<file path="src/hw/rtl/tehm_pkg.sv">
`default_nettype none

package tehm_pkg;

    localparam int MODE_W  = 2;
    localparam int TIME_W  = 32;
    localparam int FREQ_W  = 24;
    localparam int MS_W    = 48;
    localparam int RPM_W   = 16;
    localparam int GAIN_W  = 24;
    localparam int POLE_W  = 8;
    localparam int SEC_W   = 32;
    localparam int DATA_W  = 32;
    localparam int ADDR_W  = 5;

    // gain * 60 fits in 30 bits; (gain*60*freq) >> 24 also fits in 30 bits
    localparam int G60_W   = GAIN_W + 6;
    localparam int QUO_W   = G60_W;
    localparam int DV_W    = MS_W;
    localparam int DV_REM_W = 10;

    localparam logic [DV_REM_W:0] K_MS_PER_S = 11'd1000;
    localparam logic [TIME_W:0]   K_HALF_MS  = 33'd500;

    localparam logic [GAIN_W-1:0] RST_RPM_GAIN      = 24'd65536;
    localparam logic [POLE_W-1:0] RST_POLE_COUNT    = 8'd12;
    localparam logic [RPM_W-1:0]  RST_RPM_THRESHOLD = 16'd200;
    localparam logic [TIME_W-1:0] RST_RPM_PERIOD    = 32'd1000000;
    localparam logic [TIME_W-1:0] RST_HOURS_PERIOD  = 32'd2000000;
    localparam logic [TIME_W-1:0] RST_SAVE_PERIOD   = 32'd60000000;
    localparam logic [TIME_W-1:0] RST_FLUSH_MIN     = 32'd5000;

    typedef enum logic [MODE_W-1:0] {
        MODE_POLL  = 2'd0,
        MODE_START = 2'd1,
        MODE_STOP  = 2'd2
    } mode_t;

    typedef enum logic [2:0] {
        REG_RPM_GAIN      = 3'd0,
        REG_POLE_COUNT    = 3'd1,
        REG_RPM_THRESHOLD = 3'd2,
        REG_RPM_PERIOD    = 3'd3,
        REG_HOURS_PERIOD  = 3'd4,
        REG_SAVE_PERIOD   = 3'd5,
        REG_FLUSH_MIN     = 3'd6
    } reg_idx_t;

    typedef enum logic [11:0] {
        S_IDLE = 12'b0000_0000_0001,
        S_MODE = 12'b0000_0000_0010,
        S_CHK  = 12'b0000_0000_0100,
        S_MUL  = 12'b0000_0000_1000,
        S_DIV  = 12'b0000_0001_0000,
        S_UPD1 = 12'b0000_0010_0000,
        S_UPD2 = 12'b0000_0100_0000,
        S_ADD  = 12'b0000_1000_0000,
        S_SAVE = 12'b0001_0000_0000,
        S_HRS  = 12'b0010_0000_0000,
        S_HDIV = 12'b0100_0000_0000,
        S_OUT  = 12'b1000_0000_0000
    } state_t;

endpackage

`default_nettype wire

</file>
<file path="src/hw/rtl/tehm_if.sv">
`default_nettype none

interface tehm_poll_if;
    import tehm_pkg::*;

    logic                valid;
    logic                ready;
    logic [MODE_W-1:0]   mode;
    logic [TIME_W-1:0]   now_us;
    logic [FREQ_W-1:0]   freq_hz;
    logic                freq_valid;
    logic [MS_W-1:0]     stored_ms;

    modport source (output valid, mode, now_us, freq_hz, freq_valid, stored_ms,
                    input ready);
    modport sink   (input valid, mode, now_us, freq_hz, freq_valid, stored_ms,
                    output ready);
endinterface

interface tehm_result_if;
    import tehm_pkg::*;

    logic                valid;
    logic                ready;
    logic [RPM_W-1:0]    rpm;
    logic [MS_W-1:0]     engine_time_ms;
    logic                rpm_report;
    logic                hours_report;
    logic [SEC_W-1:0]    hours_seconds;
    logic                save_request;
    logic [MS_W-1:0]     save_value_ms;

    modport source (output valid, rpm, engine_time_ms, rpm_report, hours_report,
                    hours_seconds, save_request, save_value_ms,
                    input ready);
    modport sink   (input valid, rpm, engine_time_ms, rpm_report, hours_report,
                    hours_seconds, save_request, save_value_ms,
                    output ready);
endinterface

`default_nettype wire

</file>
<file path="src/hw/rtl/tachometer_engine_hour_meter_top.sv">
// channel  | dir | handshake      | payload
// ---------+-----+----------------+------------------------------------------------
// poll     | in  | valid/ready    | mode, now_us, freq_hz, freq_valid, stored_ms
// result   | out | valid/ready    | rpm, engine_time_ms, rpm/hours flags, seconds, save
// apb      | in  | psel/penable   | seven config registers at byte address 4*i
//
// Start, stop and a disabled poll go from idle via the mode state to output; a poll also checks
// the rpm and hours periods. An rpm update runs a 24-step shift-add multiplier over freq_hz,
// then a 30-step restoring divider by pole_count; a divide-by-1000 unit runs alongside. With
// the engine on, an add and a save check follow. An hours report waits for a 48-step pass of
// that unit. A new request is taken only in idle; the result register holds a finished result
// while the next request is worked on. Async active-low reset resets control state and config.
`default_nettype none

module tachometer_engine_hour_meter_top (
    input  wire                        clk,
    input  wire                        rst_n,
    tehm_poll_if.sink                  poll,
    tehm_result_if.source              result,
    input  wire                        psel,
    input  wire                        penable,
    input  wire                        pwrite,
    input  wire [tehm_pkg::ADDR_W-1:0] paddr,
    input  wire [tehm_pkg::DATA_W-1:0] pwdata,
    output logic [tehm_pkg::DATA_W-1:0] prdata,
    output logic                       pready
);
    import tehm_pkg::*;

    localparam logic [4:0] MUL_STEPS = 5'(FREQ_W);
    localparam logic [4:0] DIV_STEPS = 5'(QUO_W);
    localparam logic [5:0] DV_STEPS  = 6'(DV_W);

    // configuration
    logic [GAIN_W-1:0] rpm_gain_reg;
    logic [POLE_W-1:0] pole_count_reg;
    logic [RPM_W-1:0]  rpm_threshold_reg;
    logic [TIME_W-1:0] rpm_period_reg;
    logic [TIME_W-1:0] hours_period_reg;
    logic [TIME_W-1:0] save_period_reg;
    logic [TIME_W-1:0] flush_min_reg;

    // block state
    state_t            state_reg;
    logic              enabled_reg;
    logic              on_prev_reg;
    logic [MS_W-1:0]   engine_ms_reg;
    logic [MS_W-1:0]   persisted_reg;
    logic [TIME_W-1:0] last_rpm_time_reg;
    logic [TIME_W-1:0] last_hours_time_reg;
    logic [TIME_W-1:0] last_save_time_reg;
    logic [RPM_W-1:0]  last_rpm_reg;

    // latched request
    logic [MODE_W-1:0] mode_reg;
    logic [TIME_W-1:0] now_reg;
    logic [FREQ_W-1:0] freq_reg;
    logic [MS_W-1:0]   stored_reg;

    // per-request results
    logic              rpm_rep_reg;
    logic              hrs_rep_reg;
    logic [SEC_W-1:0]  hrs_sec_reg;
    logic              save_req_reg;
    logic [MS_W-1:0]   save_val_reg;
    logic [RPM_W-1:0]  rpm_val_reg;
    logic              on_reg;

    // rpm datapath: multiplier then divider, sharing the quotient register
    logic [G60_W-1:0]  g60_reg;
    logic [QUO_W-1:0]  mh_reg;
    logic [FREQ_W-1:0] ml_reg;
    logic [POLE_W-1:0] rr_reg;
    logic [4:0]        seq_cnt_reg;

    // shared divide-by-1000 unit
    logic [DV_W-1:0]     dv_q_reg;
    logic [DV_REM_W-1:0] dv_r_reg;
    logic [5:0]          dv_cnt_reg;

    // output register
    logic              out_valid_reg;
    logic [RPM_W-1:0]  out_rpm_reg;
    logic [MS_W-1:0]   out_engine_reg;
    logic              out_rpm_rep_reg;
    logic              out_hrs_rep_reg;
    logic [SEC_W-1:0]  out_hrs_sec_reg;
    logic              out_save_req_reg;
    logic [MS_W-1:0]   out_save_val_reg;

    function automatic logic period_due(input logic [TIME_W-1:0] now,
                                        input logic [TIME_W-1:0] last,
                                        input logic [TIME_W-1:0] period);
        logic [TIME_W-1:0] el;
        el = now - last;
        return (el >= period) && (el != '0);
    endfunction

    logic [TIME_W-1:0]   rpm_el_next;
    logic [G60_W-1:0]    g60_next;
    logic [POLE_W-1:0]   poles_next;
    logic [QUO_W:0]      mul_sum_next;
    logic [POLE_W:0]     rt_next;
    logic                rge_next;
    logic [POLE_W:0]     rsub_next;
    logic [DV_REM_W:0]   dt_next;
    logic                dge_next;
    logic [DV_REM_W:0]   dsub_next;
    logic [MS_W:0]       diff_next;
    logic [MS_W:0]       add_next;
    logic [RPM_W-1:0]    rpm_sat_next;
    logic                flush_ok_next;
    logic                stop_flush_next;
    logic                out_load;
    logic [2:0]          cfg_idx;
    logic                cfg_wr;

    assign rpm_el_next  = now_reg - last_rpm_time_reg;
    assign g60_next     = {rpm_gain_reg, 6'b0} - {4'b0, rpm_gain_reg, 2'b0};
    assign poles_next   = (pole_count_reg == '0) ? POLE_W'(1) : pole_count_reg;
    assign mul_sum_next = {1'b0, mh_reg} + {1'b0, (ml_reg[0] ? g60_reg : G60_W'(0))};
    assign rt_next      = {rr_reg, mh_reg[QUO_W-1]};
    assign rge_next     = rt_next >= {1'b0, poles_next};
    assign rsub_next    = rt_next - {1'b0, poles_next};
    assign dt_next      = {dv_r_reg, dv_q_reg[DV_W-1]};
    assign dge_next     = dt_next >= K_MS_PER_S;
    assign dsub_next    = dt_next - K_MS_PER_S;
    assign diff_next    = {1'b0, engine_ms_reg} - {1'b0, persisted_reg};
    // rounded milliseconds are below 2^23
    assign add_next     = {1'b0, engine_ms_reg} + {26'b0, dv_q_reg[22:0]};
    assign rpm_sat_next = (|mh_reg[QUO_W-1:RPM_W]) ? '1 : mh_reg[RPM_W-1:0];
    assign flush_ok_next = !diff_next[MS_W] && (diff_next[MS_W-1:0] != '0)
                           && (diff_next[MS_W-1:0] >= {16'b0, flush_min_reg});
    assign stop_flush_next = (stored_reg == persisted_reg) && !diff_next[MS_W]
                             && (diff_next[MS_W-1:0] != '0);

    assign out_load = (state_reg == S_OUT) && (!out_valid_reg || result.ready);

    // config port
    assign cfg_idx = paddr[4:2];
    assign cfg_wr  = psel && penable && pwrite;
    assign pready  = 1'b1;

    always_comb
    begin
        case (cfg_idx)
            REG_RPM_GAIN:      prdata = {8'b0, rpm_gain_reg};
            REG_POLE_COUNT:    prdata = {24'b0, pole_count_reg};
            REG_RPM_THRESHOLD: prdata = {16'b0, rpm_threshold_reg};
            REG_RPM_PERIOD:    prdata = rpm_period_reg;
            REG_HOURS_PERIOD:  prdata = hours_period_reg;
            REG_SAVE_PERIOD:   prdata = save_period_reg;
            REG_FLUSH_MIN:     prdata = flush_min_reg;
            default:           prdata = '0;
        endcase
    end

    always_ff @(posedge clk or negedge rst_n)
    begin
        if (!rst_n)
        begin
            rpm_gain_reg      <= RST_RPM_GAIN;
            pole_count_reg    <= RST_POLE_COUNT;
            rpm_threshold_reg <= RST_RPM_THRESHOLD;
            rpm_period_reg    <= RST_RPM_PERIOD;
            hours_period_reg  <= RST_HOURS_PERIOD;
            save_period_reg   <= RST_SAVE_PERIOD;
            flush_min_reg     <= RST_FLUSH_MIN;
        end
        else if (cfg_wr)
        begin
            case (cfg_idx)
                REG_RPM_GAIN:      rpm_gain_reg      <= pwdata[GAIN_W-1:0];
                REG_POLE_COUNT:    pole_count_reg    <= pwdata[POLE_W-1:0];
                REG_RPM_THRESHOLD: rpm_threshold_reg <= pwdata[RPM_W-1:0];
                REG_RPM_PERIOD:    rpm_period_reg    <= pwdata;
                REG_HOURS_PERIOD:  hours_period_reg  <= pwdata;
                REG_SAVE_PERIOD:   save_period_reg   <= pwdata;
                REG_FLUSH_MIN:     flush_min_reg     <= pwdata;
                default:           ;
            endcase
        end
    end

    // divide-by-1000 unit, one quotient bit per cycle
    always_ff @(posedge clk or negedge rst_n)
    begin
        if (!rst_n)
        begin
            dv_cnt_reg <= '0;
        end
        else if (state_reg == S_CHK && period_due(now_reg, last_rpm_time_reg,
                                                  rpm_period_reg))
        begin
            dv_q_reg   <= {15'b0, {1'b0, rpm_el_next} + K_HALF_MS};
            dv_r_reg   <= '0;
            dv_cnt_reg <= DV_STEPS;
        end
        else if (state_reg == S_HRS && period_due(now_reg, last_hours_time_reg,
                                                  hours_period_reg))
        begin
            dv_q_reg   <= engine_ms_reg;
            dv_r_reg   <= '0;
            dv_cnt_reg <= DV_STEPS;
        end
        else if (dv_cnt_reg != '0)
        begin
            dv_r_reg   <= dge_next ? dsub_next[DV_REM_W-1:0] : dt_next[DV_REM_W-1:0];
            dv_q_reg   <= {dv_q_reg[DV_W-2:0], dge_next};
            dv_cnt_reg <= dv_cnt_reg - 6'd1;
        end
    end

    always_ff @(posedge clk or negedge rst_n)
    begin
        if (!rst_n)
        begin
            state_reg           <= S_IDLE;
            enabled_reg         <= 1'b0;
            on_prev_reg         <= 1'b0;
            engine_ms_reg       <= '0;
            persisted_reg       <= '0;
            last_rpm_time_reg   <= '0;
            last_hours_time_reg <= '0;
            last_save_time_reg  <= '0;
            last_rpm_reg        <= '0;
            seq_cnt_reg         <= '0;
        end
        else
        begin
            case (state_reg)
                S_IDLE:
                begin
                    if (poll.valid)
                    begin
                        mode_reg     <= poll.mode;
                        now_reg      <= poll.now_us;
                        freq_reg     <= poll.freq_valid ? poll.freq_hz : '0;
                        stored_reg   <= poll.stored_ms;
                        rpm_rep_reg  <= 1'b0;
                        hrs_rep_reg  <= 1'b0;
                        hrs_sec_reg  <= '0;
                        save_req_reg <= 1'b0;
                        save_val_reg <= '0;
                        state_reg    <= S_MODE;
                    end
                end
                S_MODE:
                begin
                    case (mode_reg)
                        MODE_START:
                        begin
                            if (!enabled_reg)
                            begin
                                engine_ms_reg <= stored_reg;
                                persisted_reg <= stored_reg;
                                last_rpm_reg  <= '0;
                                enabled_reg   <= 1'b1;
                            end
                            state_reg <= S_OUT;
                        end
                        MODE_STOP:
                        begin
                            if (enabled_reg)
                            begin
                                if (stop_flush_next)
                                begin
                                    persisted_reg <= engine_ms_reg;
                                    save_req_reg  <= 1'b1;
                                    save_val_reg  <= engine_ms_reg;
                                end
                                enabled_reg  <= 1'b0;
                                on_prev_reg  <= 1'b0;
                                last_rpm_reg <= '0;
                            end
                            state_reg <= S_OUT;
                        end
                        default:
                        begin
                            state_reg <= enabled_reg ? S_CHK : S_OUT;
                        end
                    endcase
                end
                S_CHK:
                begin
                    if (period_due(now_reg, last_rpm_time_reg, rpm_period_reg))
                    begin
                        last_rpm_time_reg <= now_reg;
                        g60_reg     <= g60_next;
                        mh_reg      <= '0;
                        ml_reg      <= freq_reg;
                        seq_cnt_reg <= MUL_STEPS;
                        state_reg   <= S_MUL;
                    end
                    else
                    begin
                        state_reg <= S_HRS;
                    end
                end
                S_MUL:
                begin
                    // shift-right multiplier: freq bits leave ml, product grows in mh
                    mh_reg <= mul_sum_next[QUO_W:1];
                    ml_reg <= {mul_sum_next[0], ml_reg[FREQ_W-1:1]};
                    if (seq_cnt_reg == 5'd1)
                    begin
                        rr_reg      <= '0;
                        seq_cnt_reg <= DIV_STEPS;
                        state_reg   <= S_DIV;
                    end
                    else
                    begin
                        seq_cnt_reg <= seq_cnt_reg - 5'd1;
                    end
                end
                S_DIV:
                begin
                    rr_reg <= rge_next ? rsub_next[POLE_W-1:0] : rt_next[POLE_W-1:0];
                    mh_reg <= {mh_reg[QUO_W-2:0], rge_next};
                    seq_cnt_reg <= seq_cnt_reg - 5'd1;
                    if (seq_cnt_reg == 5'd1)
                    begin
                        state_reg <= S_UPD1;
                    end
                end
                S_UPD1:
                begin
                    // adopt a value changed outside the block
                    if (stored_reg != persisted_reg)
                    begin
                        engine_ms_reg <= stored_reg;
                        persisted_reg <= stored_reg;
                    end
                    rpm_val_reg <= rpm_sat_next;
                    on_reg      <= rpm_sat_next > rpm_threshold_reg;
                    state_reg   <= S_UPD2;
                end
                S_UPD2:
                begin
                    // stored equals persisted here, so only the size of the gap matters
                    if (on_prev_reg && !on_reg && flush_ok_next)
                    begin
                        persisted_reg <= engine_ms_reg;
                        save_req_reg  <= 1'b1;
                        save_val_reg  <= engine_ms_reg;
                    end
                    on_prev_reg  <= on_reg;
                    last_rpm_reg <= rpm_val_reg;
                    rpm_rep_reg  <= 1'b1;
                    state_reg    <= on_reg ? S_ADD : S_HRS;
                end
                S_ADD:
                begin
                    engine_ms_reg <= add_next[MS_W] ? '1 : add_next[MS_W-1:0];
                    state_reg     <= S_SAVE;
                end
                S_SAVE:
                begin
                    if (period_due(now_reg, last_save_time_reg, save_period_reg))
                    begin
                        last_save_time_reg <= now_reg;
                        persisted_reg      <= engine_ms_reg;
                        save_req_reg       <= 1'b1;
                        save_val_reg       <= engine_ms_reg;
                    end
                    state_reg <= S_HRS;
                end
                S_HRS:
                begin
                    if (period_due(now_reg, last_hours_time_reg, hours_period_reg))
                    begin
                        last_hours_time_reg <= now_reg;
                        hrs_rep_reg         <= 1'b1;
                        state_reg           <= S_HDIV;
                    end
                    else
                    begin
                        state_reg <= S_OUT;
                    end
                end
                S_HDIV:
                begin
                    if (dv_cnt_reg == '0)
                    begin
                        hrs_sec_reg <= dv_q_reg[SEC_W-1:0];
                        state_reg   <= S_OUT;
                    end
                end
                S_OUT:
                begin
                    if (out_load)
                    begin
                        state_reg <= S_IDLE;
                    end
                end
                default:
                begin
                    state_reg <= S_IDLE;
                end
            endcase
        end
    end

    always_ff @(posedge clk or negedge rst_n)
    begin
        if (!rst_n)
        begin
            out_valid_reg <= 1'b0;
        end
        else if (out_load)
        begin
            out_valid_reg    <= 1'b1;
            out_rpm_reg      <= enabled_reg ? last_rpm_reg : '0;
            out_engine_reg   <= enabled_reg ? engine_ms_reg : '0;
            out_rpm_rep_reg  <= rpm_rep_reg;
            out_hrs_rep_reg  <= hrs_rep_reg;
            out_hrs_sec_reg  <= hrs_sec_reg;
            out_save_req_reg <= save_req_reg;
            out_save_val_reg <= save_val_reg;
        end
        else if (result.ready)
        begin
            out_valid_reg <= 1'b0;
        end
    end

    assign poll.ready            = (state_reg == S_IDLE);
    assign result.valid          = out_valid_reg;
    assign result.rpm            = out_rpm_reg;
    assign result.engine_time_ms = out_engine_reg;
    assign result.rpm_report     = out_rpm_rep_reg;
    assign result.hours_report   = out_hrs_rep_reg;
    assign result.hours_seconds  = out_hrs_sec_reg;
    assign result.save_request   = out_save_req_reg;
    assign result.save_value_ms  = out_save_val_reg;

    a_disabled_zero: assert property (@(posedge clk) disable iff (!rst_n)
        (out_load && !enabled_reg) |=> (result.rpm == '0 && result.engine_time_ms == '0))
        else $error("disabled block reported nonzero rpm or engine time");

    a_save_value_zero: assert property (@(posedge clk) disable iff (!rst_n)
        (result.valid && !result.save_request) |-> (result.save_value_ms == '0))
        else $error("save value without save request");

    a_div_done: assert property (@(posedge clk) disable iff (!rst_n)
        (state_reg == S_UPD1) |-> (dv_cnt_reg == '0))
        else $error("rounded ms not ready at rpm update");

    a_hours_zero: assert property (@(posedge clk) disable iff (!rst_n)
        (result.valid && !result.hours_report) |-> (result.hours_seconds == '0))
        else $error("hours seconds without hours report");

endmodule

`default_nettype wire

</file>
<file path="src/flat_wrapper.sv">
// flat-port wrapper written by rule: the top's interface ports become plain ports
module tachometer_engine_hour_meter_top_flat import tehm_pkg::*;
  (clk, rst_n, psel, penable, pwrite, paddr, pwdata, prdata, pready, poll_valid, poll_mode, poll_now_us, poll_freq_hz, poll_freq_valid, poll_stored_ms, poll_ready, result_valid, result_rpm, result_engine_time_ms, result_rpm_report, result_hours_report, result_hours_seconds, result_save_request, result_save_value_ms, result_ready);
  tehm_poll_if poll_i ();
  tehm_result_if result_i ();
  input  wire clk;
  input  wire rst_n;
  input  wire psel;
  input  wire penable;
  input  wire pwrite;
  input  wire [tehm_pkg::ADDR_W-1:0] paddr;
  input  wire [tehm_pkg::DATA_W-1:0] pwdata;
  output logic [tehm_pkg::DATA_W-1:0] prdata;
  output logic pready;
  input wire logic [$bits(poll_i.valid)-1:0] poll_valid;
  input wire logic [$bits(poll_i.mode)-1:0] poll_mode;
  input wire logic [$bits(poll_i.now_us)-1:0] poll_now_us;
  input wire logic [$bits(poll_i.freq_hz)-1:0] poll_freq_hz;
  input wire logic [$bits(poll_i.freq_valid)-1:0] poll_freq_valid;
  input wire logic [$bits(poll_i.stored_ms)-1:0] poll_stored_ms;
  output wire logic [$bits(poll_i.ready)-1:0] poll_ready;
  output wire logic [$bits(result_i.valid)-1:0] result_valid;
  output wire logic [$bits(result_i.rpm)-1:0] result_rpm;
  output wire logic [$bits(result_i.engine_time_ms)-1:0] result_engine_time_ms;
  output wire logic [$bits(result_i.rpm_report)-1:0] result_rpm_report;
  output wire logic [$bits(result_i.hours_report)-1:0] result_hours_report;
  output wire logic [$bits(result_i.hours_seconds)-1:0] result_hours_seconds;
  output wire logic [$bits(result_i.save_request)-1:0] result_save_request;
  output wire logic [$bits(result_i.save_value_ms)-1:0] result_save_value_ms;
  input wire logic [$bits(result_i.ready)-1:0] result_ready;
  assign poll_i.valid = poll_valid;
  assign poll_i.mode = poll_mode;
  assign poll_i.now_us = poll_now_us;
  assign poll_i.freq_hz = poll_freq_hz;
  assign poll_i.freq_valid = poll_freq_valid;
  assign poll_i.stored_ms = poll_stored_ms;
  assign poll_ready = poll_i.ready;
  assign result_valid = result_i.valid;
  assign result_rpm = result_i.rpm;
  assign result_engine_time_ms = result_i.engine_time_ms;
  assign result_rpm_report = result_i.rpm_report;
  assign result_hours_report = result_i.hours_report;
  assign result_hours_seconds = result_i.hours_seconds;
  assign result_save_request = result_i.save_request;
  assign result_save_value_ms = result_i.save_value_ms;
  assign result_i.ready = result_ready;
  tachometer_engine_hour_meter_top u_core (.clk(clk), .rst_n(rst_n), .poll(poll_i), .result(result_i), .psel(psel), .penable(penable), .pwrite(pwrite), .paddr(paddr), .pwdata(pwdata), .prdata(prdata), .pready(pready));
endmodule
</file>
<file path="config.mk">
export PLATFORM = sky130hd
export DESIGN_NAME = tachometer_engine_hour_meter_top_flat
export DESIGN_NICKNAME = d
export VERILOG_FILES = /design/src/hw/rtl/tehm_pkg.sv /design/src/hw/rtl/tehm_if.sv /design/src/hw/rtl/tachometer_engine_hour_meter_top.sv /design/src/flat_wrapper.sv
export SDC_FILE = /design/constraint.sdc
export NUM_CORES = 2
export LEC_CHECK = 0
export BUFFER_PORTS_ARGS = -buffer_cell sky130_fd_sc_hd__buf_2
export CAP_MARGIN = 20
export CORE_UTILIZATION = 40
export DETAILED_ROUTE_END_ITERATION = 10
export PLACE_DENSITY = 0.68
export RECOVER_POWER = 25
export SYNTH_ARGS = -nofsm -noshare
export SYNTH_HDL_FRONTEND = slang
export SYNTH_SLANG_ARGS = --single-unit
</file>
<file path="constraint.sdc">
create_clock -name clk -period 8.7 [get_ports clk]
set_input_delay 0.87 -clock clk [delete_from_list [all_inputs] [get_ports clk]]
set_output_delay 0.87 -clock clk [all_outputs]
set_load 0.03 [all_outputs]
</file>
==> flow_summary.ini <==
[worst_setup_path]
startpoint_type = flip-flop
worst-endpoint-required_ns = 9.06
critical_path.cell_chain = ha_1, nor2b_1, o31a_1, o21a_1, o211a_1, o211ai_2, nand2b_1, a311oi_1, inv_1, ha_1, nand2_1, or4_1, nor3_1, a2111oi_0, a21oi_1, a211o_1, a21o_1, o31ai_2, nor2_4, o21a_1
critical-path-max-stage-delay_ns = 0.91
endpoint_kind = flip-flop
crit_path_max_fanout = 24
worstPathArrival_ns = 7.40
timing_worst_setup_path_type = reg -> reg
worstRegToRegCells = 20
crit_slowest_cell = sky130_fd_sc_hd__a311oi_1

[yosys]
synthXorXnorAreaFrac = 0.03821
yosysWarningCount = 0
synth_enable_flop_cells = 501
ys.flop_type = sky130_fd_sc_hd__edfxtp_1
yosys-top-cells-area = sky130_fd_sc_hd__edfxtp_1, sky130_fd_sc_hd__dfrtp_1, sky130_fd_sc_hd__ha_1
yosys.cell_types.count = 94
synth-simple-area-share = 0.1443
yosys.area_share.adder = 0.08886
yosys_register_bits = 911
syn_area_um2 = 54100
synth_top_cell_by_area = sky130_fd_sc_hd__edfxtp_1
synth.area.mux_share = 0.05770
post-synth-top-count-cell = sky130_fd_sc_hd__nand2_1
gate_count_after_technology_mapping = 5342
yosys-top-cells-count = sky130_fd_sc_hd__nand2_1, sky130_fd_sc_hd__edfxtp_1, sky130_fd_sc_hd__inv_1, sky130_fd_sc_hd__o21ai_0, sky130_fd_sc_hd__dfrtp_1
fraction_of_synthesized_cell_area_taken_by_the_top_area_cell_type = 0.2781
synthesis.area_per_instance_um2 = 10.13
synth_top_family_by_area = compound AO/OA/AOI/OAI gates
compound_cell_area_share_of_the_yosys_netlist = 0.1575
synth_async_sr_flop_share = 0.4501
syn_nets = 5873
ys_seq_area_frac = 0.4686

[floorplan]
die-area_um2 = 136700
die_h_um = 369.8
ioPinCount = 333
placementRows = 134
core_area_um2 = 133800
floorplan.initialDensity = 0.4044
die_w_um = 369.8

[clock_network]
post-cts-setup-buffers = 0
cts.htree.levels = 3
cts.path.max_buffers = 3
resized_after_cts = 0
hold_buffers = 0
path_clk_slew_ns = 0.06
cts_buffers = 101
tritoncts_clock_tree = built
clock-sinks = 911
root_buffer_selected_by_cts = sky130_fd_sc_hd__clkbuf_16
clock_latency_ns = 0.75

[layout]
sequential_cell_area_um2 = 25350
multiInputGateArea_um2 = 26440
layout.cell_area.non_filler_um2 = 61310
finish.cell_count_without_fillers = 7493
fraction_of_layout_instances_using_a_drive_strength_above_1 = 0.1294
fillCellCount = 12527
area_growth_syn_to_layout_pct = 13.32
layout_net_count = 6163

[place]
gp_congestion = 0.9607
half_perimeter_wire_length_of_the_detailed_placement_result_mm = 121.8
placedInstanceArea_um2 = 57680
place_inst = 7294
numPortBuffers = 329

[global_route]
grt_remaining_overflow = 0
first_global_vias = 39935
combined_global_route_utilization_of_all_metal_layers = 0.2277
grt_start_max_net_pins = 87
grt_first_pass_wirelength_mm = 239.3
grt_antenna_before_repair = 21

[routing]
drc_violation_count_after_routing = 64
initialDrtViolationCount = 3683
wl_per_cell_um = 21.17
via_count = 41998
route.detailed.vias_per_inst = 5.605
first_pass_iters = 11
route.final.wire_length_mm = 158.6
antenna_violating_nets_post_route = 0

[sta]
max_clock_freq_mhz = 141.9
rsz0062_at_grt = no
worstMarginPinSlew_ns = 5.331
layout_min_cycle_time_ns = 7.047
report.final.hold_viol_count = 0
fin_worst_skew_ns = 0.07493
final.period_utilization = 0.8100
fin_setup_tns_ns = 0
finalSetupViolations = 0
final-max-slew-violation-count = 376
slew_hr = -2.554

[run_status]
violations_in_the_final_reports = DRC, capacitance limit, slew limit
status = finished with violations

[power]
design_power_total_mw = 19.28
leakagePower_nw = 25.89
vdd_ir_drop_max_uv = 172.5
pwr_density_cell_nw_per_um2 = 314.4

[min_path]
whs_path_cells = 1
worst_hold_path_type = in -> reg

[job]
drv.max_cap_violation_count = 6
[power breakdown]
part	switching, mW	internal, mW	total, mW	leakage, nW
Combinational	5.12	3.21	8.33	14.6
Clock	1.88	2.70	4.58	1.73
Sequential	0.846	5.52	6.37	9.59
[cells in the final DEF, fill, tap and decap left out, drive strengths merged, types with 25 or more instances in the layout]
master and instances:
o22ai 29, a31oi 26, o21ai 390, o21a 70, mux2 103, o21bai 40, inv 430, or2 25
dfstp 36, clkbuf 161, and2 252, xnor2 119, nor4 35, nand2b 43, nor3 90, nand4 59
nand2 525, a21oi 311, nand3 64, mux2i 187, buf 361, xor2 117, clkinv 33, ha 373
dfrtp 374, a21o 125, nor2 273, nor2b 46, edfxtp 501, and3 51, a211oi 55, a22o 26
[layer usage]
layer	vias to the layer above	wire [µm]	GRT usage
met2	1534	70920	0.3597
met1	20330	71000	0.3176
met5	-	101	0
met4	18	5350	0.07287
met3	285	11260	0.03732
li1	19831	-	-
[critical path: cells and delay by family (launching register included)]
| family | cells | cell delay [ns] |
|---|---|---|
| buf+inv | 1 | 0.11 |
| compound gates | 11 | 3.69 |
| simple gates | 6 | 1.61 |
| flops | 1 | 0.58 |
| fa+ha+maj | 2 | 0.69 |
[cells by family after synthesis]
family | Yosys count
AOI/OAI and AO/OA | 1325
xor gates and xnor gates | 236
adders and majority gates | 380
buffers and inverters | 627
DFF | 911
muxes | 294
other | 1
and+or+nand+nor | 1568
[per-stage QoR]
step,setup slack (ns),hold slack [ns],util
after floorplan,0.5027,0.4003,-
after global placement,1.664,0.4003,0.4311
after detailed placement,1.581,0.4045,0.4311
after CTS,1.560,0.1656,0.4581
after global routing,0.8819,0.2553,0.4582
final,1.653,0.2930,0.4582
[area by class of cell]
type | count | area share
repair buffers | 384 | 0.03363
well taps | 1768 | 0.03608
diodes | 5 | 0.0002041
flip-flops and latches | 911 | 0.4135
clock buffers | 138 | 0.04580
inverters | 430 | 0.02633
multi-input cells | 3804 | 0.4313
clock inverters | 53 | 0.01312
[final timing paths]
kind                                                        from                                   endpoint  slack (ns)
max                                  u_core.now_reg[1]$_DFFE_PP_                u_core.ml_reg[16]$_DFFE_PP_        1.65
min                                           poll_stored_ms[17]            u_core.stored_reg[17]$_DFFE_PP_        0.29
max reg2reg                          u_core.now_reg[1]$_DFFE_PP_                u_core.ml_reg[16]$_DFFE_PP_        1.65
min reg2reg                u_core.save_val_reg[11]$_SDFFCE_PN0P_  u_core.result.save_value_ms[11]$_DFFE_PP_        0.41
max in group asynchronous                                  rst_n       u_core.persisted_reg[15]$_DFFE_PN0P_        2.31
min in group asynchronous                                  rst_n          u_core.seq_cnt_reg[4]$_DFFE_PN0N_        2.13
Note: power is estimated with default switching activity, not from simulation.
